==> src/sv/bth_pkg.sv <==
// ----------------------------------------------------------------------------
// Boundary tag heap allocator package
// Shared field types, request types between the sequencer and the word
// access unit, layout constants and tag helper functions.
// ----------------------------------------------------------------------------
package bth_pkg;

    // Default heap store depth in bytes.
    localparam int HEAP_BYTES_DEF = 65536;

    // Heap layout constants (byte offsets and sizes).
    localparam logic [16:0] TAG_BYTES   = 17'd4;
    localparam logic [16:0] LIST_HEAD   = 17'd4;
    localparam logic [16:0] FIRST_BLOCK = 17'd8;
    localparam logic [16:0] LINK_SLOT   = 17'd12;
    localparam logic [16:0] MIN_BLOCK   = 17'd12;
    localparam logic [16:0] SPLIT_SLACK = 17'd12;
    localparam logic [16:0] SIZE_FLOOR  = 17'd32;
    localparam int          SIZE_CEIL   = 65536;

    // Operation codes.
    localparam logic [1:0] OP_ALLOC = 2'd0;
    localparam logic [1:0] OP_FREE  = 2'd1;
    localparam logic [1:0] OP_CHECK = 2'd2;

    // Status codes.
    localparam logic [1:0] ST_OK   = 2'd0;
    localparam logic [1:0] ST_FAIL = 2'd1;
    localparam logic [1:0] ST_BAD  = 2'd2;

    typedef struct packed {
        logic [1:0]  operation;
        logic [16:0] request_bytes;
        logic [15:0] payload_offset;
    } t_in;

    typedef struct packed {
        logic [15:0] result_offset;
        logic [1:0]  status;
    } t_out;

    // Word access request from the sequencer.
    typedef struct packed {
        logic        go;
        logic        we;
        logic [16:0] addr;
        logic [31:0] wdata;
    } t_word_req;

    // Word access completion back to the sequencer.
    typedef struct packed {
        logic        done;
        logic [31:0] rdata;
    } t_word_rsp;

    // Byte access to the heap store.
    typedef struct packed {
        logic        we;
        logic [16:0] addr;
        logic [7:0]  wdata;
    } t_byte_req;

    // A negative tag marks an allocated block.
    function automatic logic f_used(input logic [31:0] tag);
        return tag[31];
    endfunction

    // Block size held in a tag.
    function automatic logic [16:0] f_mag(input logic [31:0] tag);
        logic [31:0] neg;
        neg = 32'd0 - tag;
        return tag[31] ? neg[16:0] : tag[16:0];
    endfunction

    // Tag word for a block of the given size.
    function automatic logic [31:0] f_tag(input logic [16:0] size, input logic used);
        logic [31:0] pos;
        pos = {15'd0, size};
        return used ? (32'd0 - pos) : pos;
    endfunction

    function automatic t_word_req f_rd(input logic [16:0] addr);
        t_word_req r;
        r.go    = 1'b1;
        r.we    = 1'b0;
        r.addr  = addr;
        r.wdata = 32'd0;
        return r;
    endfunction

    function automatic t_word_req f_wr(input logic [16:0] addr, input logic [31:0] data);
        t_word_req r;
        r.go    = 1'b1;
        r.we    = 1'b1;
        r.addr  = addr;
        r.wdata = data;
        return r;
    endfunction

endpackage

==> src/sv/bth_word.sv <==
// ----------------------------------------------------------------------------
// Word access unit
// Reads or writes one little-endian 32-bit word at any byte offset, one byte
// per cycle, and signals completion once all four bytes are through.
// ----------------------------------------------------------------------------
module bth_word
    import bth_pkg::*;
(
    input  logic      i_clk,
    input  logic      i_rst_n,
    input  t_word_req i_req,
    output t_word_rsp o_rsp,
    output t_byte_req o_breq,
    input  logic [7:0] i_q
);

    logic        r_busy;
    logic [2:0]  r_k;
    logic        r_we;
    logic [16:0] r_addr;
    logic [31:0] r_wdata;
    logic [23:0] r_data;
    logic        last;

    assign last = r_busy && (r_k == 3'd4);

    // Byte address and write strobe for the current phase.
    always_comb begin
        o_breq.addr  = r_addr + {14'd0, r_k};
        o_breq.we    = r_busy && r_we && !last;
        o_breq.wdata = r_wdata[7:0];
        unique case (r_k[1:0])
            2'd0: o_breq.wdata = r_wdata[7:0];
            2'd1: o_breq.wdata = r_wdata[15:8];
            2'd2: o_breq.wdata = r_wdata[23:16];
            2'd3: o_breq.wdata = r_wdata[31:24];
        endcase
    end

    assign o_rsp.done  = last;
    assign o_rsp.rdata = {i_q, r_data};

    // Control: phase counter.
    always_ff @(posedge i_clk) begin
        if (!i_rst_n) begin
            r_busy <= 1'b0;
            r_k    <= 3'd0;
        end else if (!r_busy) begin
            if (i_req.go) begin
                r_busy <= 1'b1;
                r_k    <= 3'd0;
            end
        end else if (last) begin
            r_busy <= 1'b0;
        end else begin
            r_k <= r_k + 3'd1;
        end
    end

    // Payload: request capture and read byte assembly.
    always_ff @(posedge i_clk) begin
        if (!r_busy && i_req.go) begin
            r_we    <= i_req.we;
            r_addr  <= i_req.addr;
            r_wdata <= i_req.wdata;
        end
        if (r_busy && !r_we) begin
            unique case (r_k)
                3'd1: r_data[7:0]   <= i_q;
                3'd2: r_data[15:8]  <= i_q;
                3'd3: r_data[23:16] <= i_q;
                default: ;
            endcase
        end
    end

endmodule

==> config.mk <==
export PLATFORM = sky130hd
export DESIGN_NAME = bth_word
export DESIGN_NICKNAME = d
export VERILOG_FILES = /design/src/sv/bth_pkg.sv /design/src/sv/bth_word.sv
export SDC_FILE = /design/constraint.sdc
export NUM_CORES = 1
export LEC_CHECK = 0
export ABC_AREA = 1
export BUFFER_PORTS_ARGS = -buffer_cell sky130_fd_sc_hd__buf_4
export CAP_MARGIN = 15
export CORE_UTILIZATION = 44
export CTS_CLUSTER_DIAMETER = 30
export DETAILED_ROUTE_END_ITERATION = 10
export GPL_ROUTABILITY_DRIVEN = 0
export HOLD_SLACK_MARGIN = 0.03
export PLACE_DENSITY = 0.73
export SLEW_MARGIN = 0
export SYNTH_ARGS = -nofsm -noshare
export SYNTH_HDL_FRONTEND = slang
export SYNTH_SLANG_ARGS = --single-unit
==> constraint.sdc <==
create_clock -name i_clk -period 1.9 [get_ports i_clk]
set_clock_uncertainty 0.15 [all_clocks]
set_input_delay 0.38 -clock i_clk [delete_from_list [all_inputs] [get_ports i_clk]]
set_output_delay 0.38 -clock i_clk [all_outputs]
set_load 0.1 [all_outputs]
Word-level counts from Yosys, hierarchy flattened
Index checks and enable logic that the tools add are counted.
{"block": "op_classes", "eq_ne": 8, "reduce_logical": 14, "n_mux": 7, "n_addsub": 2}
{"op": "8-bit case mux with 4 select lines", "n": 1}
{"op": "17-bit by 3-bit adder with 17-bit output", "n": 1}
{"op": "3-bit two-way mux", "n": 3}
{"op": "2-bit AND reduction", "n": 4}
{"op": "3-bit by 2-bit == test with 1-bit output (second input constant)", "n": 2}
{"op": "1-bit logical AND", "n": 5}
{"op": "2-bit == test (second input constant)", "n": 2}
{"op": "3-bit by 1-bit adder with 3-bit output (second input constant)", "n": 1}
{"op": "3-bit by 1-bit == test with 1-bit output (second input constant)", "n": 1}
{"op": "3-bit == test (second input constant)", "n": 1}
{"op": "1-bit zero test", "n": 3}
{"op": "1-bit two-way mux", "n": 3}
{"op": "2-bit by 1-bit == test with 1-bit output (second input constant)", "n": 1}
{"op": "2-bit zero test", "n": 1}
{"op": "2-bit != test (second input constant)", "n": 1}
{"op": "2-bit nonzero test", "n": 1}
{"block": "totals", "input_bits": 61, "wordCells": 39, "output_inout_bits": 59, "ff_bits": 78}

Logic depth before layout (Yosys ltp)
Gate-level depths: netlist of the first run.
{"block": "depth", "ltp_word": 4, "depth_mapped": 8, "depth_no_buf": 8}

Worst setup path before layout of the first run
No wires, ideal clock.
{"block": "synth_path", "path_type": "register to output", "start": "register r_k[0]", "end": "output o_breq[20] in the netlist's numbering", "t_arrival_ns": 2.649, "stages_incl_launch_ff": 7, "path_slack_ns": -1.279, "path_buffers": 0, "t_required_ns": 1.370, "cell_sequence": "dfxtp_1 -> ha_1 -> fa_1 -> nand3_1 -> nand2_2 -> nand3_1 -> xnor2_1"}
{"item": "start: declaration", "line_no": "bth_word.sv:18", "source": "logic [2:0] r_k;"}
{"item": "start signal: assignment", "line_no": "bth_word.sv:56", "source": "r_k <= r_k + 3'd1;"}
{"item": "end: declaration", "line_no": "bth_word.sv:13", "source": "output t_byte_req o_breq,"}

==> results.md, run 1 <==
* Sequential area share after synthesis at between 70% and 80%
* Routed wire length at 9160 µm
* Crit path depth at 7
* Fmax at 0.396 GHz
* Most frequent cells after synthesis: 74 x edfxtp_1, 56 x nand2_1, 25 x nor2_1
* # Max-Cap Violations at 0
* Fin. Hold Viols at 0
* Die H at 87.9 µm
* Reg2Reg Depth at 10
* Nets at 491
* CP Buf/Inv Count at 2
* Final Slew Violations at 0
* Antenna violation net count after detailed routing at 0
* Avg Vias per Cell at 4.94
* DRC errors left at 0
* Fraction of registers with async set/reset at 0%
* Slew @ Worst Pin at 0.302 ns
* Boundary pin count at 120
* Mapped Nets at 329
* H-tree depth reported by CTS at 3
* Layout cells sized above 1 at 68.1%
* R2r setup slk at 0.06 ns
* Initial core utilization at between 40% and 50%
* Finished layout cell area at between 6000 and 7000 µm²
* DR vias at 2578
* Synthesized flop and latch total at 78
* CP max stage cell: edfxtp_1
* Syn_area_per_cell at 12.5 µm²
* First-pass GRT wire length at 13400 µm
* Largest net degree at the start of global routing at 25
* Total track usage at between 20% and 30%
* Root buf cell: clkbuf_8
* Worst vdd ir at about 0.0007 V
* Number of synthesized flops with an enable pin at 74
* Remaining Overflow, GRT at 0
* TritonCTS Buffers at 9
* Placed cells at 494
* Data required, critical path at 1.37 ns
* Core area at just under 7000 µm²
* Hold Crit Depth at 1
* Clock sinks at 78
* Final setup vio count at 26
* CTS tree: yes
* Status: finished, violations left
* Worst Path Arrival at 1.99 ns
* Initial drt markers at 96
* Area growth from synthesis to layout at 88.2%
* Via count of the first global-routing pass at 2709
* Row Count at 30
* Final min period at 2.52 ns
* LEAKAGE at around 2.4 nW
* Worst min path class: in -> reg
* CP max stage delay at 0.42 ns
* Failing checks: negative setup slack
* Post-synthesis cell type count at 26
* Full die area at 7720 µm²
* RSZ-0062 raised after global routing: true
* Power Density at 790 nW/µm²
* Placed cell areas at about 5100 µm²
* Non-filler instance count after layout at 522
* Crit path max-delay family: adder cells
* Mapped Area at ~3200 µm²
* Worst setup slack after layout at -0.623 ns
* HPWL reported at the end of detailed placement at around 5400 µm
* Clock latency on the worst-skew pair at 0.34 ns
* Hold-fix buffers, CTS at 0
* Gate Count Post-Synth at 259
* Most frequent cell after synthesis: edfxtp_1
* PortBufs at 119
* WL/cell at 17.5 µm
* Nature of the critical path endpoint: output pin
* Max Root-Sink Buffers at 2
* Die width at between 80 and 90 µm
* Relative slew slack at roughly four fifths
* Clock Pin Slew Worst Setup and Hold Paths at 0.08 ns
* Synth warn at 0
* CP cell instances: ha_4, fa_2, nand3_2, nand2_4, buf_6, xor2_4, buf_12
* Synth top area cells: edfxtp_1 68%, nand2_1 6.5%, ha_1 3.1%, nor2_1 2.9%, dfxtp_1 2.5%
* Crit path max fanout at 5
* Ys flop type: edfxtp_1
* Yosys top cell area share at slightly below 70%
* Drt pass-1 iters at 4
* Synth area leader: edfxtp_1
* TNS Setup at -12.10 ns
* Crit start category: flop
* Initial antenna violation count at 0
* Crit share post-route at 133%
* Crit path kind: reg -> out
* # diodes at 0
* Dpl ws at -0.378 ns
[cells by family (layout without fill, tap and decap cells)]
logic type      after synthesis  after routing  share of synthesized area [%]
flops                        78             78                           71.0
compound gates               24             24                           4.13
buf+inv                      36            203                           5.32
fa+ha+maj                     9              9                           3.70
simple gates                103            103                           13.5
xor+xnor                      9              9                           2.43
[cell usage in the layout, fill, tap and decap left out, drive strengths merged]
cell type,n
buf,164
edfxtp,74
nand2,60
nor2,28
inv,25
a21oi,13
nand3,11
clkbuf,9
a31oi,8
ha,8
xnor2,6
dfxtp,4
xor2,3
o21ai,3
and2,2
clkinvlp,2
clkinv,2
nand4,1
nor3,1
fa,1
bufinv,1
[area by class of cell]
class / instances / area, µm²
Clock buffer: 9 / 124
Inverter: 23 / 115
Multi-Input combinational cell: 145 / 1640
Sequential cell: 78 / 2310
Tap cell: 96 / 120
Clock inverter: 7 / 80.1
Timing Repair Buffer: 164 / 1720
Fill cell: 257 / 837
[final timing paths]
| path | startpoint | end |
|---|---|---|
| hold / removal | i_req[16] | r_wdata[16]$_DFFE_PP_ |
| setup reg to reg | r_k[0]$_SDFFE_PN0P_ | r_k[0]$_SDFFE_PN0P_ |
| hold reg to reg | r_k[2]$_SDFFE_PN0P_ | r_k[2]$_SDFFE_PN0P_ |
| setup / recovery | r_addr[0]$_DFFE_PP_ | o_breq[12] |
[registers in the layout (all words and copies together), names as in the netlist]
name and flops:
r_wdata 32, r_addr 17, r_busy 1, r_we 1, r_k 3, r_data 24
[routing by layer]
layer	track usage, %	vias to the layer above	part of all wire (%)
met5	0	-	0
met4	7.00	0	1.8
met3	5.75	12	4.5
met2	47.4	99	59
met1	25.2	1264	35
li1	-	1203	-
[metrics by stage]
| step | power, mW | utilization (%) | hold slack, ns |
|---|---|---|---|
| 3_5_place_dp | 3.26 | 73.9 | 0.409 |
| 4_1_cts | 4.79 | 86.6 | 0.0494 |
| 6_report | 4.82 | 87.9 | 0.0597 |
| 2_1_floorplan | 2.94 | - | 0.329 |
| 5_1_grt | 4.97 | 87.9 | 0.0358 |
| 3_3_place_gp | 3.24 | 73.9 | 0.408 |
[timing repair]
| item | in CTS | in global routing |
|---|---|---|
| endpoints found under the setup margin | 26 | 34 |
| pin swaps | 29 | 25 |
| gates cloned | 1 | 0 |
| gates resized for setup | 134 | 21 |
| buffers inserted | 11 | 2 |
[power by group]
group / switching, mW / internal (mW) / total, mW
clock: 0.651 / 0.628 / 1.28
combinational: 0.915 / 0.599 / 1.51
sequential: 0.0584 / 1.97 / 2.03
Note: power is estimated with default switching activity, not from simulation.
==> inputs of run 2 (changes only) <==
--- a/config.mk
+++ b/config.mk
@@ -8,7 +8,9 @@
 export ABC_AREA = 1
 export BUFFER_PORTS_ARGS = -buffer_cell sky130_fd_sc_hd__buf_4
 export CAP_MARGIN = 15
-export CORE_UTILIZATION = 44
+export CELL_PAD_IN_SITES_DETAIL_PLACEMENT = 1
+export CELL_PAD_IN_SITES_GLOBAL_PLACEMENT = 1
+export CORE_UTILIZATION = 34
 export CTS_CLUSTER_DIAMETER = 30
 export DETAILED_ROUTE_END_ITERATION = 10
 export GPL_ROUTABILITY_DRIVEN = 0
==> run 2 against run 1 <==
  * The run still ends with negative setup slack left
  * Via count is 0.43% lower
  * Power decreased by 1.7%
  * Worst hold slack got worse by 0.0061 ns
  * Setup slack got worse by 0.037 ns
  * Global-route usage fell by 4.0 points
  * Maximum frequency fell by 1.5%
  * Final area is 0.41% higher
  * Cell count up 7.7%
  * Sequential share of layout area down 0.15 points
  * Clock power is 4% lower
  * Critical path type unchanged
  * Largest power group unchanged
==> results.md, run 2 (same netlist as run 1, synthesis figures left out) <==
* Crit path kind: reg -> out (unchanged)
* Slew @ Worst Pin at 0.531 ns (was 0.302 ns)
* CP most frequent cell: nand2_4
* Max Root-Sink Buffers at 2 (unchanged)
* Placed cells at 532 (was 494)
* Avg Vias per Cell at 4.57 (was 4.94)
* PortBufs at 119 (unchanged)
* DR vias at 2567 (was 2578)
* Hold Crit Depth at 1 (unchanged)
* Antenna violation net count after detailed routing at 0 (unchanged)
* Fin util at 66.4% (was 87.9%)
* Data required, critical path at 1.37 ns (about the same)
* RSZ-0062 raised after global routing: true (unchanged)
* HPWL reported at the end of detailed placement at 6530 µm (was 5420 µm)
* CP max stage cell: edfxtp_1 (unchanged)
* # Max-Cap Violations at 0 (unchanged)
* Clock sinks at 78 (unchanged)
* Clock Pin Slew Worst Setup and Hold Paths at 0.08 ns (about the same)
* CTS tree: yes (unchanged)
* First-pass GRT wire length at 14600 µm (was 13400 µm)
* DRC errors left at 0 (unchanged)
* Largest register by flop count: r_wdata (unchanged)
* # diodes at 0 (unchanged)
* Status: finished, violations left (unchanged)
* Fill cells at 881 (was 257)
* Initial core utilization at 35.1% (was 46.7%)
* Layout cells sized above 1 at 66.3% (was 68.1%)
* CP max stage delay at 0.42 ns (about the same)
* Most common cell after layout, fill and taps aside: buf_4 (unchanged)
* Root buf cell: clkbuf_8 (unchanged)
* Worst min path class: in -> reg (unchanged)
* Initial antenna violation count at 0 (unchanged)
* Initial drt markers at 46 (was 96)
* Final Slew Violations at 0 (unchanged)
* Boundary pin count at 120 (unchanged)
* Failing checks: negative setup slack (unchanged)
* Top flop regs: r_wdata (32), r_data (24), r_addr (17) (unchanged)
* Via count of the first global-routing pass at 2925 (was 2709)
* Drt pass-1 iters at 4 (unchanged)
* Core area at 9240 µm² (was 6940 µm²)
* Worst Path Arrival at 2.03 ns (was 1.99 ns)
* Power Density at 773 nW/µm² (was 790 nW/µm²)
* Total track usage at 20.1% (was 24.1%)
* Routed wire length at 9650 µm (was 9160 µm)
* Reg2Reg Depth at 4 (was 10)
* WL/cell at 17.2 µm (was 17.5 µm)
* Die H at 99.7 µm (was 87.9 µm)
* Crit path max fanout at 5 (unchanged)
* Most frequent cells in the layout: 121 x buf_4, 74 x edfxtp_1, 28 x nand2_1, 28 x buf_12 (was 118 x buf_4, 74 x edfxtp_1, 34 x buf_12)
* CP cell instances: ha_4, fa_2, nand3_2, nand2_4, nand2_4, nor2_1, nand2_1, nand2_4, buf_12 (was ha_4, fa_2, nand3_2, nand2_4, buf_6, xor2_4, buf_12)
* Fin. Hold Viols at 0 (unchanged)
* Fmax at 0.391 GHz (was 0.396 GHz)
* Remaining Overflow, GRT at 0 (unchanged)
* Worst vdd ir at 0.000527 V (was 0.000698 V)
* Max reg flops at 32 (unchanged)
* Full die area at 9940 µm² (was 7720 µm²)
* Final setup vio count at 26 (unchanged)
* Crit share post-route at 135% (was 133%)
* TritonCTS Buffers at 9 (unchanged)
* Nets at 498 (was 491)
* Row Count at 35 (was 30)
* Clock latency on the worst-skew pair at 0.34 ns (about the same)
* LEAKAGE at 2.41 nW (was 2.45 nW)
* Area growth from synthesis to layout at 89.0% (was 88.2%)
* Worst setup slack after layout at -0.661 ns (was -0.623 ns)
* Final min period at 2.56 ns (was 2.52 ns)
* Nature of the critical path endpoint: output pin (unchanged)
* Non-filler instance count after layout at 562 (was 522)
* Crit start category: flop (unchanged)
* Largest net degree at the start of global routing at 40 (was 25)
* Relative slew slack at 64.6% (was 79.8%)
* Die width at 99.7 µm (was 87.9 µm)
* H-tree depth reported by CTS at 3 (unchanged)
-- run 2: cell types whose count changed in the layout (fill, tap and decap cells not counted), moves of 2 or more --
cell           change
buf_12             -6
buf_6              +6
nand2_1            +6
inv_6              -4
nand2_2            -4
a21oi_4            -3
buf_4              +3
dlygate4sd3_1      +3
a21oi_2            +2
clkbuf_1           +2
ha_4               +2
nand2_4            -2
nand3_1            -2
-- run 2: final timing paths --
check	start	end	slack [ns]
hold reg to reg	r_k[2]$_SDFFE_PN0P_	r_k[2]$_SDFFE_PN0P_	0.51
hold / removal	i_req[14]	r_wdata[14]$_DFFE_PP_	0.05
setup / recovery	r_addr[0]$_DFFE_PP_	o_breq[22]	-0.66
setup reg to reg	r_busy$_SDFF_PN0_	r_wdata[17]$_DFFE_PP_	0.06
-- run 2: timing repair --
action,CTS,global route
resized for setup,123,31
buffers inserted,8,6
gates cloned,0,1
endpoints found under the setup margin,26,42
pin swaps,25,21
endpoints found under the hold margin,0,3
hold buffers,0,3
-- run 2: area by class of cell --
type                    count  area (µm²)  area share, %
inverters                  23         113           1.84
well taps                 129         161           2.63
repair buffers            171        1730           28.3
flip-flops and latches     78        2310           37.7
clock inverters             5        58.8          0.959
multi-input cells         145        1620           26.5
clock buffers              11         131           2.14
-- run 2: where the power goes --
group          internal (mW)  leakage, nW  switching [mW]  total, mW
clock                  0.611       0.0916           0.617       1.23
combinational          0.574         1.59           0.906       1.48
sequential              1.97        0.729          0.0573       2.03
-- run 2: worst max-delay path: cells and delay by family (launching register included) --
| kind | cells | cell delay [ns] |
|---|---|---|
| flip-flops | 1 | 0.42 |
| AND/OR/NAND/NOR | 6 | 0.53 |
| buffers and inverters | 1 | 0.17 |
| adder cells (fa/ha/maj) | 2 | 0.55 |
-- run 2: per-stage QoR --
stage / worst slack, ns / area, µm² / hold slack, ns / power, mW / TNS [ns]
floorplan: -0.414 / 3920 / 0.329 / 2.94 / -4.33
global placement: -0.372 / 5160 / 0.409 / 3.24 / -4.62
detailed placement: -0.412 / 5160 / 0.409 / 3.26 / -5.39
CTS: -0.700 / 5910 / 0.0333 / 4.73 / -12.60
global route: -0.754 / 6130 / 0.0360 / 4.90 / -15.20
finish: -0.661 / 6130 / 0.0536 / 4.74 / -12.55
-- run 2: metal layers --
| metal | GRT usage (%) | share of wire, % | vias to the layer above |
|---|---|---|---|
| li1 | - | - | 1216 |
| met1 | 20.1 | 36 | 1252 |
| met2 | 39.3 | 58 | 80 |
| met3 | 5.20 | 4.0 | 19 |
| met4 | 7.69 | 2.6 | 0 |
| met5 | 0 | 0 | - |
