<file path="config.mk">
export PLATFORM = sky130hd
export DESIGN_NAME = bth_ctrl
export DESIGN_NICKNAME = d
export VERILOG_FILES = /design/src/sv/bth_pkg.sv /design/src/sv/bth_ctrl.sv
export SDC_FILE = /design/constraint.sdc
export NUM_CORES = 1
export LEC_CHECK = 0
export ABC_CLOCK_PERIOD_IN_PS = 5100
export BUFFER_PORTS_ARGS = -buffer_cell sky130_fd_sc_hd__buf_2
export CAP_MARGIN = 25
export CELL_PAD_IN_SITES_DETAIL_PLACEMENT = 1
export CELL_PAD_IN_SITES_GLOBAL_PLACEMENT = 2
export CORE_AREA = 4 4 268 375
export DETAILED_ROUTE_END_ITERATION = 6
export DIE_AREA = 0 0 272 379
export PLACE_DENSITY = 0.75
export SLEW_MARGIN = 20
export SYNTH_ARGS = -nofsm -noshare
export SYNTH_HDL_FRONTEND = slang
export SYNTH_SLANG_ARGS = --single-unit
</file>
<file path="constraint.sdc">
create_clock -name i_clk -period 5.1 [get_ports i_clk]
set_clock_uncertainty 0.15 [all_clocks]
set_input_delay 1.02 -clock i_clk [delete_from_list [all_inputs] [get_ports i_clk]]
set_output_delay 1.02 -clock i_clk [all_outputs]
set_load 0.03 [all_outputs]
</file>
<file path="src/sv/bth_pkg.sv">
// ----------------------------------------------------------------------------
// Boundary tag heap allocator package
// Shared field types, request types between the sequencer and the word
// access unit, layout constants and tag helper functions.
// ----------------------------------------------------------------------------
package bth_pkg;

    // Default heap store depth in bytes.
    localparam int HEAP_BYTES_DEF = 65536;

    // Heap layout constants (byte offsets and sizes).
    localparam logic [16:0] TAG_BYTES   = 17'd4;
    localparam logic [16:0] LIST_HEAD   = 17'd4;
    localparam logic [16:0] FIRST_BLOCK = 17'd8;
    localparam logic [16:0] LINK_SLOT   = 17'd12;
    localparam logic [16:0] MIN_BLOCK   = 17'd12;
    localparam logic [16:0] SPLIT_SLACK = 17'd12;
    localparam logic [16:0] SIZE_FLOOR  = 17'd32;
    localparam int          SIZE_CEIL   = 65536;

    // Operation codes.
    localparam logic [1:0] OP_ALLOC = 2'd0;
    localparam logic [1:0] OP_FREE  = 2'd1;
    localparam logic [1:0] OP_CHECK = 2'd2;

    // Status codes.
    localparam logic [1:0] ST_OK   = 2'd0;
    localparam logic [1:0] ST_FAIL = 2'd1;
    localparam logic [1:0] ST_BAD  = 2'd2;

    typedef struct packed {
        logic [1:0]  operation;
        logic [16:0] request_bytes;
        logic [15:0] payload_offset;
    } t_in;

    typedef struct packed {
        logic [15:0] result_offset;
        logic [1:0]  status;
    } t_out;

    // Word access request from the sequencer.
    typedef struct packed {
        logic        go;
        logic        we;
        logic [16:0] addr;
        logic [31:0] wdata;
    } t_word_req;

    // Word access completion back to the sequencer.
    typedef struct packed {
        logic        done;
        logic [31:0] rdata;
    } t_word_rsp;

    // Byte access to the heap store.
    typedef struct packed {
        logic        we;
        logic [16:0] addr;
        logic [7:0]  wdata;
    } t_byte_req;

    // A negative tag marks an allocated block.
    function automatic logic f_used(input logic [31:0] tag);
        return tag[31];
    endfunction

    // Block size held in a tag.
    function automatic logic [16:0] f_mag(input logic [31:0] tag);
        logic [31:0] neg;
        neg = 32'd0 - tag;
        return tag[31] ? neg[16:0] : tag[16:0];
    endfunction

    // Tag word for a block of the given size.
    function automatic logic [31:0] f_tag(input logic [16:0] size, input logic used);
        logic [31:0] pos;
        pos = {15'd0, size};
        return used ? (32'd0 - pos) : pos;
    endfunction

    function automatic t_word_req f_rd(input logic [16:0] addr);
        t_word_req r;
        r.go    = 1'b1;
        r.we    = 1'b0;
        r.addr  = addr;
        r.wdata = 32'd0;
        return r;
    endfunction

    function automatic t_word_req f_wr(input logic [16:0] addr, input logic [31:0] data);
        t_word_req r;
        r.go    = 1'b1;
        r.we    = 1'b1;
        r.addr  = addr;
        r.wdata = data;
        return r;
    endfunction

endpackage

</file>
<file path="src/sv/bth_ctrl.sv">
// ----------------------------------------------------------------------------
// Allocator sequencer
// Walks the free list and block chain and runs the tag update program, one
// word access at a time through the shared word access unit.
// ----------------------------------------------------------------------------
module bth_ctrl
    import bth_pkg::*;
#(
    parameter int HEAP_BYTES = HEAP_BYTES_DEF
) (
    input  logic        i_clk,
    input  logic        i_rst_n,
    input  logic        start,
    output logic        busy,
    input  t_in         i_req,
    input  logic        i_cfg_we,
    input  logic [16:0] i_cfg_data,
    output t_word_req   o_wreq,
    input  t_word_rsp   i_wrsp,
    output logic        o_done,
    output t_out        o_rsp
);

    localparam int          CAP_INT = (HEAP_BYTES < SIZE_CEIL) ? HEAP_BYTES : SIZE_CEIL;
    localparam logic [16:0] CAP     = 17'(CAP_INT);

    localparam logic [4:0] S_IDLE     = 5'd0;
    localparam logic [4:0] S_FMT      = 5'd1;
    localparam logic [4:0] S_WAIT     = 5'd2;
    localparam logic [4:0] S_WR       = 5'd3;
    localparam logic [4:0] S_FIN      = 5'd4;
    localparam logic [4:0] S_A_CUR    = 5'd5;
    localparam logic [4:0] S_A_TAG    = 5'd6;
    localparam logic [4:0] S_A_NXT    = 5'd7;
    localparam logic [4:0] S_C_CHK    = 5'd8;
    localparam logic [4:0] S_C_WALK   = 5'd9;
    localparam logic [4:0] S_C_STEP   = 5'd10;
    localparam logic [4:0] S_C_TAG    = 5'd11;
    localparam logic [4:0] S_F_PREV   = 5'd12;
    localparam logic [4:0] S_F_GOTP   = 5'd13;
    localparam logic [4:0] S_F_NEXT   = 5'd14;
    localparam logic [4:0] S_F_GOTN   = 5'd15;
    localparam logic [4:0] S_F_DEC    = 5'd16;
    localparam logic [4:0] S_F_GOTNX  = 5'd17;
    localparam logic [4:0] S_L_GOT    = 5'd18;
    localparam logic [4:0] S_F_LINKED = 5'd19;
    localparam logic [4:0] S_F_HEAD   = 5'd20;

    localparam logic [2:0] SLOT_LAST = 3'd6;

    // Control registers.
    logic [4:0]  r_state, n_state;
    logic [4:0]  r_ret, n_ret;
    logic [4:0]  r_after, n_after;
    logic [2:0]  r_slot, n_slot;
    logic [16:0] r_hs, n_hs;

    // Operation and walk registers.
    logic [31:0] r_rd, n_rd;
    logic [1:0]  r_op, n_op;
    logic [15:0] r_off, n_off;
    logic [16:0] r_link, n_link;
    logic [31:0] r_cur, n_cur;
    logic [17:0] r_need, n_need;
    logic [16:0] r_fsz, n_fsz;
    logic [31:0] r_nxt, n_nxt;
    logic [16:0] r_b, n_b;
    logic [16:0] r_s, n_s;
    logic [16:0] r_nb, n_nb;
    logic [16:0] r_psz, n_psz;
    logic [16:0] r_nsz, n_nsz;
    logic        r_pfree, n_pfree;
    logic        r_nfree, n_nfree;
    logic [17:0] r_p, n_p;
    logic [15:0] r_res, n_res;
    logic [1:0]  r_st, n_st;

    // Tag update program: an optional link write, a first block (used or free),
    // an optional free block, and two optional word writes.
    logic        r_pen, n_pen;
    logic [16:0] r_pa, n_pa;
    logic [31:0] r_pd, n_pd;
    logic [16:0] r_ba, n_ba;
    logic [16:0] r_sa, n_sa;
    logic        r_ua, n_ua;
    logic        r_ben, n_ben;
    logic [16:0] r_bb, n_bb;
    logic [16:0] r_sb, n_sb;
    logic        r_qen, n_qen;
    logic [16:0] r_qa, n_qa;
    logic [31:0] r_qd, n_qd;
    logic        r_ren, n_ren;
    logic [16:0] r_ra, n_ra;
    logic [31:0] r_rdw, n_rdw;

    // Scratch values.
    logic [17:0] req_need;
    logic [16:0] cfg_size;
    logic [16:0] rd_mag;
    logic [16:0] rem;
    logic [16:0] rb;
    logic        slot_en;
    logic [16:0] slot_a;
    logic [31:0] slot_d;

    assign busy   = (r_state != S_IDLE);
    assign o_done = (r_state == S_FIN);
    assign o_rsp.result_offset = r_res;
    assign o_rsp.status        = r_st;

    assign req_need = {1'b0, i_req.request_bytes} + 18'd8;
    assign rd_mag   = f_mag(r_rd);
    assign rem      = r_fsz - r_need[16:0];
    assign rb       = r_cur[16:0] + r_need[16:0];

    // Configured heap size held within its legal range.
    always_comb begin
        if (i_cfg_data < SIZE_FLOOR) begin
            cfg_size = SIZE_FLOOR;
        end else if (i_cfg_data > CAP) begin
            cfg_size = CAP;
        end else begin
            cfg_size = i_cfg_data;
        end
    end

    // Address and data of the current program slot.
    always_comb begin
        slot_en = 1'b0;
        slot_a  = r_pa;
        slot_d  = r_pd;
        unique case (r_slot)
            3'd0: begin
                slot_en = r_pen && (r_pa != 17'd0);
            end
            3'd1: begin
                slot_en = 1'b1;
                slot_a  = r_ba;
                slot_d  = f_tag(r_sa, r_ua);
            end
            3'd2: begin
                slot_en = 1'b1;
                slot_a  = r_ba + r_sa - TAG_BYTES;
                slot_d  = f_tag(r_sa, r_ua);
            end
            3'd3: begin
                slot_en = r_ben;
                slot_a  = r_bb;
                slot_d  = f_tag(r_sb, 1'b0);
            end
            3'd4: begin
                slot_en = r_ben;
                slot_a  = r_bb + r_sb - TAG_BYTES;
                slot_d  = f_tag(r_sb, 1'b0);
            end
            3'd5: begin
                slot_en = r_qen;
                slot_a  = r_qa;
                slot_d  = r_qd;
            end
            3'd6: begin
                slot_en = r_ren;
                slot_a  = r_ra;
                slot_d  = r_rdw;
            end
            default: ;
        endcase
    end

    // Sequencer next state.
    always_comb begin
        n_state = r_state;  n_ret   = r_ret;   n_after = r_after; n_slot = r_slot;
        n_hs    = r_hs;     n_rd    = r_rd;    n_op    = r_op;    n_off  = r_off;
        n_link  = r_link;   n_cur   = r_cur;   n_need  = r_need;  n_fsz  = r_fsz;
        n_nxt   = r_nxt;    n_b     = r_b;     n_s     = r_s;     n_nb   = r_nb;
        n_psz   = r_psz;    n_nsz   = r_nsz;   n_pfree = r_pfree; n_nfree = r_nfree;
        n_p     = r_p;      n_res   = r_res;   n_st    = r_st;
        n_pen   = r_pen;    n_pa    = r_pa;    n_pd    = r_pd;
        n_ba    = r_ba;     n_sa    = r_sa;    n_ua    = r_ua;
        n_ben   = r_ben;    n_bb    = r_bb;    n_sb    = r_sb;
        n_qen   = r_qen;    n_qa    = r_qa;    n_qd    = r_qd;
        n_ren   = r_ren;    n_ra    = r_ra;    n_rdw   = r_rdw;
        o_wreq  = '0;

        unique case (r_state)
            // Wait for a request or a configuration write.
            S_IDLE: begin
                n_pen  = 1'b0;
                n_ben  = 1'b0;
                n_qen  = 1'b0;
                n_ren  = 1'b0;
                n_slot = 3'd0;
                n_res  = 16'd0;
                n_st   = ST_OK;
                n_after = S_FIN;
                if (i_cfg_we) begin
                    n_hs    = cfg_size;
                    n_state = S_FMT;
                end else if (start) begin
                    n_op  = i_req.operation;
                    n_off = i_req.payload_offset;
                    unique case (i_req.operation)
                        OP_ALLOC: begin
                            n_need = (req_need < {1'b0, MIN_BLOCK}) ?
                                     {1'b0, MIN_BLOCK} : req_need;
                            n_link = LIST_HEAD;
                            if (i_req.request_bytes == 17'd0) begin
                                n_st    = ST_FAIL;
                                n_state = S_FIN;
                            end else begin
                                o_wreq  = f_rd(LIST_HEAD);
                                n_ret   = S_A_CUR;
                                n_state = S_WAIT;
                            end
                        end
                        OP_FREE, OP_CHECK: begin
                            n_state = S_C_CHK;
                        end
                        default: begin
                            n_st    = ST_BAD;
                            n_state = S_FIN;
                        end
                    endcase
                end
            end

            // Format the heap as one free block at the list head.
            S_FMT: begin
                n_pen   = 1'b0;
                n_ben   = 1'b0;
                n_ba    = FIRST_BLOCK;
                n_sa    = r_hs - FIRST_BLOCK;
                n_ua    = 1'b0;
                n_qen   = 1'b1;
                n_qa    = LINK_SLOT;
                n_qd    = 32'd0;
                n_ren   = 1'b1;
                n_ra    = LIST_HEAD;
                n_rdw   = {15'd0, FIRST_BLOCK};
                n_slot  = 3'd0;
                n_after = S_IDLE;
                n_state = S_WR;
            end

            // A word access is in flight.
            S_WAIT: begin
                if (i_wrsp.done) begin
                    n_rd    = i_wrsp.rdata;
                    n_state = r_ret;
                end
            end

            // Run the tag update program slot by slot.
            S_WR: begin
                n_slot = r_slot + 3'd1;
                if (slot_en) begin
                    o_wreq  = f_wr(slot_a, slot_d);
                    n_ret   = (r_slot == SLOT_LAST) ? r_after : S_WR;
                    n_state = S_WAIT;
                end else if (r_slot == SLOT_LAST) begin
                    n_state = r_after;
                end
            end

            S_FIN: begin
                n_state = S_IDLE;
            end

            // First fit: follow the link just read.
            S_A_CUR: begin
                n_cur = r_rd;
                if (r_rd == 32'd0) begin
                    n_st    = ST_FAIL;
                    n_state = S_FIN;
                end else begin
                    o_wreq  = f_rd(r_rd[16:0]);
                    n_ret   = S_A_TAG;
                    n_state = S_WAIT;
                end
            end

            // First fit: compare the block size with the need.
            S_A_TAG: begin
                n_fsz = rd_mag;
                if ({1'b0, rd_mag} >= r_need) begin
                    o_wreq  = f_rd(r_cur[16:0] + TAG_BYTES);
                    n_ret   = S_A_NXT;
                    n_state = S_WAIT;
                end else begin
                    n_link  = r_cur[16:0] + TAG_BYTES;
                    o_wreq  = f_rd(r_cur[16:0] + TAG_BYTES);
                    n_ret   = S_A_CUR;
                    n_state = S_WAIT;
                end
            end

            // Fit found: split it or hand out the whole block.
            S_A_NXT: begin
                n_ba  = r_cur[16:0];
                n_ua  = 1'b1;
                n_res = 16'(r_cur[16:0] + TAG_BYTES);
                if (rem > SPLIT_SLACK) begin
                    n_sa  = r_need[16:0];
                    n_ben = 1'b1;
                    n_bb  = rb;
                    n_sb  = rem;
                    n_qen = 1'b1;
                    n_qa  = rb + TAG_BYTES;
                    n_qd  = r_rd;
                    n_ren = 1'b1;
                    n_ra  = r_link;
                    n_rdw = {15'd0, rb};
                end else begin
                    n_sa  = r_fsz;
                    n_qen = 1'b1;
                    n_qa  = r_link;
                    n_qd  = r_rd;
                end
                n_state = S_WR;
            end

            // Offset range check.
            S_C_CHK: begin
                if ({1'b0, r_off} < (FIRST_BLOCK + TAG_BYTES) || {1'b0, r_off} >= r_hs) begin
                    n_st    = ST_BAD;
                    n_state = S_FIN;
                end else begin
                    n_b     = {1'b0, r_off} - TAG_BYTES;
                    n_p     = {1'b0, FIRST_BLOCK};
                    n_state = S_C_WALK;
                end
            end

            // Walk the block chain looking for a block at the offset.
            S_C_WALK: begin
                if (r_p >= {1'b0, r_hs}) begin
                    n_st    = ST_FAIL;
                    n_state = S_FIN;
                end else if (r_p[16:0] == r_b) begin
                    o_wreq  = f_rd(r_b);
                    n_ret   = S_C_TAG;
                    n_state = S_WAIT;
                end else begin
                    o_wreq  = f_rd(r_p[16:0]);
                    n_ret   = S_C_STEP;
                    n_state = S_WAIT;
                end
            end

            S_C_STEP: begin
                if (rd_mag < MIN_BLOCK) begin
                    n_st    = ST_FAIL;
                    n_state = S_FIN;
                end else begin
                    n_p     = r_p + {1'b0, rd_mag};
                    n_state = S_C_WALK;
                end
            end

            // Block found: check ends here, free goes on to neighbors.
            S_C_TAG: begin
                if (!f_used(r_rd)) begin
                    n_st    = ST_FAIL;
                    n_state = S_FIN;
                end else if (r_op == OP_CHECK) begin
                    n_state = S_FIN;
                end else begin
                    n_s     = rd_mag;
                    n_nb    = r_b + rd_mag;
                    n_pfree = 1'b0;
                    n_nfree = 1'b0;
                    n_state = S_F_PREV;
                end
            end

            S_F_PREV: begin
                if (r_b > FIRST_BLOCK) begin
                    o_wreq  = f_rd(r_b - TAG_BYTES);
                    n_ret   = S_F_GOTP;
                    n_state = S_WAIT;
                end else begin
                    n_state = S_F_NEXT;
                end
            end

            S_F_GOTP: begin
                n_pfree = !f_used(r_rd);
                n_psz   = r_rd[16:0];
                n_state = S_F_NEXT;
            end

            S_F_NEXT: begin
                if (r_nb < r_hs) begin
                    o_wreq  = f_rd(r_nb);
                    n_ret   = S_F_GOTN;
                    n_state = S_WAIT;
                end else begin
                    n_state = S_F_DEC;
                end
            end

            S_F_GOTN: begin
                n_nfree = !f_used(r_rd);
                n_nsz   = r_rd[16:0];
                n_state = S_F_DEC;
            end

            // Pick the merge case.
            S_F_DEC: begin
                n_ua = 1'b0;
                if (r_nfree) begin
                    o_wreq  = f_rd(r_nb + TAG_BYTES);
                    n_ret   = S_F_GOTNX;
                    n_state = S_WAIT;
                end else if (r_pfree) begin
                    n_ba    = r_b - r_psz;
                    n_sa    = r_psz + r_s;
                    n_state = S_WR;
                end else begin
                    o_wreq  = f_rd(LIST_HEAD);
                    n_ret   = S_F_HEAD;
                    n_state = S_WAIT;
                end
            end

            // Search the free list for the link to the next block.
            S_F_GOTNX: begin
                n_nxt   = r_rd;
                n_link  = LIST_HEAD;
                o_wreq  = f_rd(LIST_HEAD);
                n_ret   = S_L_GOT;
                n_state = S_WAIT;
            end

            S_L_GOT: begin
                if (r_rd == 32'd0) begin
                    n_link  = 17'd0;
                    n_state = S_F_LINKED;
                end else if (r_rd == {15'd0, r_nb}) begin
                    n_state = S_F_LINKED;
                end else begin
                    n_link  = r_rd[16:0] + TAG_BYTES;
                    o_wreq  = f_rd(r_rd[16:0] + TAG_BYTES);
                    n_ret   = S_L_GOT;
                    n_state = S_WAIT;
                end
            end

            // Merge with the next block, and with the previous one too when it is free.
            S_F_LINKED: begin
                n_pen = 1'b1;
                n_pa  = r_link;
                if (r_pfree) begin
                    n_pd = r_nxt;
                    n_ba = r_b - r_psz;
                    n_sa = r_psz + r_s + r_nsz;
                end else begin
                    n_pd  = {15'd0, r_b};
                    n_ba  = r_b;
                    n_sa  = r_s + r_nsz;
                    n_qen = 1'b1;
                    n_qa  = r_b + TAG_BYTES;
                    n_qd  = r_nxt;
                end
                n_state = S_WR;
            end

            // Lone block: push at the list head.
            S_F_HEAD: begin
                n_ba    = r_b;
                n_sa    = r_s;
                n_qen   = 1'b1;
                n_qa    = r_b + TAG_BYTES;
                n_qd    = r_rd;
                n_ren   = 1'b1;
                n_ra    = LIST_HEAD;
                n_rdw   = {15'd0, r_b};
                n_state = S_WR;
            end

            default: begin
                n_state = S_IDLE;
            end
        endcase
    end

    // Control registers.
    always_ff @(posedge i_clk) begin
        if (!i_rst_n) begin
            r_state <= S_FMT;
            r_hs    <= CAP;
        end else begin
            r_state <= n_state;
            r_hs    <= n_hs;
        end
    end

    // Payload registers.
    always_ff @(posedge i_clk) begin
        r_ret   <= n_ret;   r_after <= n_after; r_slot  <= n_slot;
        r_rd    <= n_rd;    r_op    <= n_op;    r_off   <= n_off;
        r_link  <= n_link;  r_cur   <= n_cur;   r_need  <= n_need;  r_fsz <= n_fsz;
        r_nxt   <= n_nxt;   r_b     <= n_b;     r_s     <= n_s;     r_nb  <= n_nb;
        r_psz   <= n_psz;   r_nsz   <= n_nsz;   r_pfree <= n_pfree; r_nfree <= n_nfree;
        r_p     <= n_p;     r_res   <= n_res;   r_st    <= n_st;
        r_pen   <= n_pen;   r_pa    <= n_pa;    r_pd    <= n_pd;
        r_ba    <= n_ba;    r_sa    <= n_sa;    r_ua    <= n_ua;
        r_ben   <= n_ben;   r_bb    <= n_bb;    r_sb    <= n_sb;
        r_qen   <= n_qen;   r_qa    <= n_qa;    r_qd    <= n_qd;
        r_ren   <= n_ren;   r_ra    <= n_ra;    r_rdw   <= n_rdw;
    end

`ifndef SYNTHESIS
    // A format always goes straight on to the tag update program.
    a_fmt_to_wr: assert property (@(posedge i_clk) disable iff (!i_rst_n)
        (r_state == S_FMT) |=> (r_state == S_WR))
        else $error("format did not start the tag program");

    // A nonzero offset only comes with success.
    a_res_ok: assert property (@(posedge i_clk) disable iff (!i_rst_n)
        (o_done && (o_rsp.result_offset != 16'd0)) |-> (o_rsp.status == ST_OK))
        else $error("result offset with failing status");

    // No new word access while one is in flight.
    a_no_go_in_wait: assert property (@(posedge i_clk) disable iff (!i_rst_n)
        (r_state == S_WAIT) |-> !o_wreq.go)
        else $error("word access issued while busy");

    // Heap size stays within its range.
    a_hs_range: assert property (@(posedge i_clk) disable iff (!i_rst_n)
        (r_hs >= SIZE_FLOOR) && (r_hs <= CAP))
        else $error("heap size out of range");
`endif

endmodule

</file>
**After elaboration in Yosys (flattened, before gate mapping)**

Index checks and enable logic that the tools add are counted.
W data, S select, Z words.

- Register bits: 529
- Bits in latches: 0
- Memory bits (writable): 0
- Memory bits (read-only): 0
- Input bits: 89
- Output and inout port bits: 71
- Word-level logic and storage cells: 311
- Memories: 0

- Add/subtract/negate cells: 24
- Multipliers: 0
- Div/mod/pow operators: 0
- Order comparisons: 11
- Equality and inequality tests: 61
- Shift operators: 0
- Multiplexer cells: 112
- Bitwise gates (word level): 3
- Reduce and logical (&&, ||, !) cells: 61

Operator list:

| cell | count |
|---|---|
| $mux W51 | 13 |
| $pmux W51 S10 | 1 |
| $mux W17 | 20 |
| $pmux W32 S3 | 2 |
| $pmux W17 S5 | 2 |
| $pmux W17 S4 | 2 |
| $pmux W32 S4 | 1 |
| $add A17 B17 Y17 | 7 |
| $mux W5 | 22 |
| $pmux W17 S6 | 1 |
| $mux W32 | 3 |
| $add A17 B3 Y17 const B | 5 |
| $pmux W5 S16 | 1 |
| $sub A17 B3 Y17 const B | 3 |
| $ne A2 B2 Y1 const B | 25 |
| $pmux W5 S10 | 1 |
| $mux W49 | 1 |
| $eq A5 B4 Y1 const B | 8 |
| $mux W18 | 2 |
| $pmux W18 S2 | 1 |
| $gt A17 B4 Y1 const B | 2 |
| $pmux W17 S2 | 1 |
| $sub A17 B17 Y17 | 2 |
| $eq A32 B17 Y1 | 1 |
| 64 further kinds | 145 |

**Logic depth before layout (Yosys ltp)**

Gate-level depths: netlist of the first run.

- Depth after elaboration: 6
- Depth in mapped cells: 21
- Mapped depth without buffers: 21

**Worst setup path after synthesis of the first run**

OpenSTA, ideal clock, no wires.

- Path kind: reg2out
- Start: register r_slot[2]
- End: output o_wreq[16] (netlist name)
- Arrival time: 4.086 ns
- Required time: 3.930 ns
- Slack: -0.156 ns
- Cell stages (with the launch flop): 16
- Buffers on the path: 9
- Cells stage by stage: edfxtp_1 -> clkbuf_1 -> clkbuf_1 -> clkbuf_1 -> clkbuf_1 -> inv_1 -> ha_1 -> clkbuf_1 -> nand2b_1 -> clkbuf_1 -> nor3_1 -> clkbuf_1 -> buf_1 -> clkbuf_1 -> nand2_1 -> a31oi_1

RTL lines:

| element | line | text |
|---|---|---|
| start, declared | bth_ctrl.sv:55 | `logic [2:0] r_slot, n_slot;` |
| start signal, assigned | bth_ctrl.sv:500 | `r_ret <= n_ret; r_after <= n_after; r_slot <= n_slot;` |
| end, declared | bth_ctrl.sv:18 | `output t_word_req o_wreq,` |

==> impl_results.md, run 1 <==
* PD cells at approximately 480 nW/um^2
* Number of enable flip-flop cells after synthesis at a little under 500
* Post-Synthesis Cells at between 3000 and 4000
* Finished Cell Area at between 40000 and 50000 sq um
* WS Path Type: flop to primary output
* R2R Path End: r_sa[16]
* Final antenna-violating net count at 0
* Residual DRC at 0
* Crit path max fanout at 2
* Synth Register Bits at just over 500
* Synth warn at 0
* Tightest Pin Transition at approximately 1.1 ns
* Grt ovf at 0
* Seq pwr share at 0.327
* CP delay by family, top: compound AO/OA/AOI/OAI gates
* Worst-Skew Late Latency at 0.65 ns
* VDD IR max at between 0.3 and 0.4 mV
* FMAX at about 200 MHz
* CP arrival at 3.93 ns
* Total Routing Usage GR at 0.2897
* RSZ-0062 raised after global routing: true
* Worst Path Required at approximately 3.9 ns
* Die ar. at 103100 sq um
* Inst Count DP at 4889
* CP Capture Type: primary output
* H-tree Lvls at 2
* Cts bufs inserted at 53
* Syn_area_per_cell at ~10 sq um
* Clock Path Buffers at 3
* DR pass1 iterations at 6
* Slowest stage delay, CP at between 0.3 and 0.4 ns
* Number of port buffers at about 160
* Detailed Route WL at roughly 150 mm
* Hold path start: r_off[0]
* Critical-path cell list: ha_1 > ha_2 > inv_2 > fa_2 > nor2b_2 > o21ai_2 > a21boi_2 > buf_4 > nor2_1 > a221oi_2 > o31ai_4 > a21oi_4 > o311ai_2 > a221o_1 > buf_2
* Tcrit/Tclk final at 0.9992
* Routed length on met3 at ~8.8 mm
* IO Count at 160
* Worst setup SP type: flop
* WHS Path Cells at 0
* Root buffer cell: clkbuf_16
* Die W at approximately 270 um
* Setup violators final at 0
* Largest net degree at the start of global routing at 50
* Area after DPL at about 38000 sq um
* Status: completed
* Met1 WL at 58.19 mm
* First-pass GRT wire length at between 200 and 250 mm
* Post-route minimum period at roughly 5.1 ns
* P&R area growth vs syn at 19.34%
* Final #Nets at slightly above 4000
* DR top layer: met4
* R2R setup slack at 0.33 ns
* Final hold slack at approximately 0.31 ns
* Critical Path Source: r_ba[1]
* Setup Total Neg Slack at 0 ns
* Rows at 135
* Number of buffers and inverters on the critical path at 3
* Hold EP: r_b[0]
* Post-synthesis async set-or-reset flop share at 0
* Starting density of the core at 0.3497
* Clk network pwr share at 0.220
* Core Area at 96790 sq um
* Routed len/inst at around 30 um
* Maximum Capacitance Violations at 0
* CTS tree: yes
* Top-area cell type share of the netlist area at 0.4329
* Area leader, netlist: edfxtp_1
* Dpl hpwl at approximately 120 mm
* Placer Congestion at between 0.9 and 1
* Sw Share at 0.4206
* Internal at 0.01120 W
* Vias at roughly 29000
* R2R cell count at 20
* CTS Sinks at 510
* Post-Syn Area at 33850 sq um
* Vertical die dimension at ~380 um
* Leading register cell type out of synthesis: edfxtp_1
* Hold Path Class: flop to flop
* R2R Path Start: r_s[0]
* Vias per Instance at 5.828
* Comb pwr share at 0.453
* Leak Pwr at approximately 16 nW
* Slew HR at 0.2510
* Slew Limit Fails at 0
* Final-report hold violation count at 0
* Worst-path clk slew at around 0.07 ns
* Switching Power at 0.008129 W
* Initial DRC Count at approximately 2700
* Non-filler cells, final at around 5000
* Syn Nets at about 3700
* Library cells used by synthesis at 87
* Initial antenna violation count at 3
* Sequential area share after synthesis at 0.4459
* Vias in the first global route at 30430
* Met2 wire length at 74.32 mm
* Slowest cell on crit path: edfxtp_1
* Layout cell share with drive strength beyond 1 at 0.1873
* Dominant cells by area after synthesis: edfxtp_1, ha_1, xnor2_1
per-stage QoR:
| step | power [W] | utilization | worst slack (ns) |
|---|---|---|---|
| CTS | 0.01907 | 0.4128 | -0.01909 |
| global route | 0.02015 | 0.4173 | -0.1584 |
| detailed placement | 0.01448 | 0.3882 | 0.04469 |
| floorplan | 0.01089 | - | 0.002855 |
| finish | 0.01933 | 0.4174 | 0.004223 |
| global placement | 0.01438 | 0.3879 | 0.1312 |
state kept, by name (all words and copies together), names as in the netlist, 18 cells and up:
register and flops:
r_need 18, r_nxt 32, r_p 18, r_pd 32
r_qd 32, r_rd 32
logic make-up (layout without fill, tap and decap cells):
| family | Yosys count | in the layout | synth area share |
|---|---|---|---|
| XOR/XNOR | 284 | 284 | 0.07349 |
| other | 0 | 2 | 0 |
| flip-flops | 510 | 510 | 0.4459 |
| multiplexers | 63 | 63 | 0.02011 |
| adder cells (fa/ha/maj) | 271 | 271 | 0.1022 |
| buffers and inverters | 414 | 786 | 0.04687 |
| AND/OR/NAND/NOR | 948 | 948 | 0.1364 |
| AO/OA/AOI/OAI | 870 | 870 | 0.1750 |
cell usage in the layout, fill, tap and decap left out, drive strengths merged, types with 16 or more instances in the layout:
cell / n
o21a: 21
o221ai: 16
nand3: 93
clkbuf: 64
mux2i: 23
nand2b: 32
nor3: 78
and2: 53
nor4: 39
nor2: 198
a31oi: 36
and3: 47
a21o: 55
a21oi: 175
dfxtp: 22
a211oi: 25
a22o: 48
o22ai: 40
nor2b: 24
xnor2: 179
a221oi: 35
a22oi: 36
nand4: 26
o21ai: 186
ha: 262
o211ai: 20
inv: 264
clkinv: 20
buf: 425
xor2: 105
mux2: 40
nand2: 281
or3: 25
edfxtp: 488
a222oi: 34
per-layer routing:
metal | vias to the layer above | global-route usage
met1 | 14690 | 0.3396
li1 | 13160 | -
met4 | 0 | 0.1877
met3 | 360 | 0.03667
met2 | 1130 | 0.5000
met5 | - | 0
area by class of cell:
cell class | count | area, sq um
fill | 10760 | 56390
multi-input combinational | 2436 | 17850
sequential | 510 | 15100
timing repair buffer | 425 | 2969
tap | 1301 | 1628
clock buffer | 64 | 1411
inverter | 261 | 980.9
clock inverter | 36 | 452.9
antenna | 2 | 5.005
power by group through the flow:
stage	Sequential, W	Clock (W)	Combinational [W]
final	0.00632	0.00425	0.00875
after global routing	0.00637	0.00448	0.00930
after CTS	0.00630	0.00431	0.00846
after detailed placement	0.00640	0	0.00808
after global placement	0.00638	0	0.00800
after floorplan	0.00619	0	0.00470
how the worst max path moves through the flow:
stage	end	slack (ns)	cells past startpoint
2_1_floorplan	o_wreq[10]	0.003	15
3_3_place_gp	o_wreq[43]	0.13	16
3_5_place_dp	o_wreq[44]	0.04	14
4_1_cts	o_wreq[44]	-0.02	14
5_1_grt	o_wreq[48]	-0.16	15
6_report	o_wreq[37]	0.004	15
synthesized netlist by cell type (all sizes together) (48+ instances only):
cell	instances
a21oi	175
nand2	281
xnor2	179
nand3	93
edfxtp	488
nor2	198
o21ai	186
a22o	48
and2	53
clkbuf	127
ha	262
inv	258
a21o	55
nor3	78
xor2	105
what timing repair did:
action                     4_1_cts  5_1_grt
buffers inserted                30       12
hold buffers                     0        0
setup endpoints to repair       31       33
pin swaps                       22       43
resized for setup               70       68
Note: power is estimated with default switching activity, not from simulation.
==> run 2: changes to the inputs <==
BUFFER_PORTS_ARGS = -buffer_cell sky130_fd_sc_hd__clkbuf_2   (was -buffer_cell sky130_fd_sc_hd__buf_2)
==> impl_results.md, run 2 (synthesis results as in run 1) <==
* CP Capture Type: primary output
* Leak Pwr at about 16 nW
* Initial antenna violation count at 4
* Inst Count DP at between 4000 and 5000
* IO Count at 160
* PnR worst setup slack at -0.01750 ns
* Commonest cells after routing, fill and taps aside: edfxtp_1, nand2_1, buf_4
* Total Routing Usage GR at 0.2853
* Grt ovf at 0
* CP arrival at between 3 and 4 ns
* Worst-Skew Late Latency at ~0.66 ns
* Starting density of the core at 0.3497
* Most common cell after layout, fill and taps aside: edfxtp_1
* Vias at 29590
* Routed len/inst at about 30 um
* Initial DRC Count at roughly 2600
* Die ar. at between 100000 and 150000 sq um
* Finished Cell Area at 40510 sq um
* Final antenna-violating net count at 0
* RSZ-0062 raised after global routing: true
* FMAX at a little under 200 MHz
* First-pass GRT wire length at roughly 210 mm
* Slew Limit Fails at 0
* Placer Congestion at about 1
* Core Area at between 90000 and 100000 sq um
* Failing checks: negative setup slack
* CTS tree: yes
* Worst-path clk slew at 0.07 ns
* PD cells at between 400 and 500 nW/um^2
* Non-filler cells, final at approximately 5000
* CTS Sinks at 510
* Layout cell share with drive strength beyond 1 at 0.1936
* Vertical die dimension at around 380 um
* Cts bufs inserted at 52
* Setup violators final at 1
* DR pass1 iterations at 6
* Crit path max fanout at 2
* Residual DRC at 0
* Slew HR at 0.2165
* Detailed Route WL at ~150 mm
* Worst Path Required at a little under 4 ns
* P&R area growth vs syn at 19.69%
* Dpl hpwl at ~120 mm
* Vias per Instance at about 6
* Rows at between 100 and 150
* Number of port buffers at between 150 and 200
* Tcrit/Tclk final at 1.003
* Hold Path Class: flop to flop
* Final-report hold violation count at 0
* Post-route minimum period at 5.117 ns
* Final #Nets at 4058
* Root buffer cell: clkbuf_16
* Clock Path Buffers at 3
* Die W at 272 um
* WS Path Type: flop to primary output
* Area after DPL at around 37000 sq um
* Largest net degree at the start of global routing at 50
* VDD IR max at between 0.2 and 0.3 mV
* H-tree Lvls at 2
* Vias in the first global route at roughly 30000
* Worst setup SP type: flop
* Status: finished with violations
* Tightest Pin Transition at about 1.2 ns
* Maximum Capacitance Violations at 0
==> run 2: cell count changes in the layout (fill, tap and decap cells not counted), moves of 4 or more <==
cell,before,now
buf_8,2,6
inv_6,5,1
a221oi_2,7,11
buf_6,7,16
buf_4,257,263
clkbuf_2,2,143
buf_2,150,1
o21ai_2,5,9
o21ai_0,172,165
==> run 2: critical path, cell delays in order, from the launching register on <==
cell and delay (ns):
edfxtp_1 0.41, ha_1 0.30, ha_2 0.20, inv_2 0.04, fa_2 0.55, o21ai_2 0.05, a222oi_1 0.31, o221ai_1 0.24
a21oi_2 0.30, o22ai_2 0.16, a2111oi_4 0.25, o2111ai_2 0.25, clkbuf_8 0.23
==> run 2: layout make-up <==
cell class,instances,area (sq um)
Inverter,261,984.7
Multi-Input combinational cell,2436,17940
Tap cell,1301,1628
Fill cell,10840,56270
Timing Repair Buffer,437,3119
Clock inverter,37,417.9
Antenna cell,1,2.502
Sequential cell,510,15100
Clock buffer,59,1328
==> run 2: worst paths after layout <==
path	start	to	slack [ns]	depth (start not counted)
worst max register to register	r_s[1]	r_sa[16]	0.28	20
worst min register to register	r_off[1]	r_b[1]	0.33	0
worst min-delay path	r_off[1]	r_b[1]	0.33	0
worst max-delay path	r_sa[1]	o_wreq[34]	-0.02	12
==> run 2: per-stage QoR <==
stage	setup WS (ns)	utilization	power (W)	hold WS, ns	setup TNS (ns)
detailed placement	0.09817	0.3870	0.01439	0.3227	0
finish	-0.01750	0.4186	0.01919	0.3338	-0.01750
global placement	0.04205	0.3869	0.01430	0.3168	0
global route	-0.1254	0.4186	0.02006	0.3498	-1.174
CTS	-0.02861	0.4126	0.01886	0.3381	-0.02861
floorplan	0.002855	-	0.01089	0.2764	0
==> run 2: power breakdown <==
| group | internal, W | switching, W |
|---|---|---|
| Combinational | 0.00310 | 0.00575 |
| Sequential | 0.00575 | 0.000576 |
| Clock | 0.00221 | 0.00181 |
| Total | 0.0111 | 0.00814 |
==> run 2: per-layer routing <==
metal  share of wire  up-vias  track usage
met5               0        -            0
met4           0.080        0       0.1809
met3           0.054      361      0.03465
met2            0.48     1136       0.4892
met1            0.39    14910       0.3396
li1                -    13190            -
==> run 2: repair_timing <==
action / in CTS / in global routing
hold buffers: 0 / 0
endpoints found under the hold margin: 0 / 0
resized for setup: 91 / 118
pin swaps: 38 / 33
setup endpoints to repair: 33 / 35
buffers inserted: 46 / 22
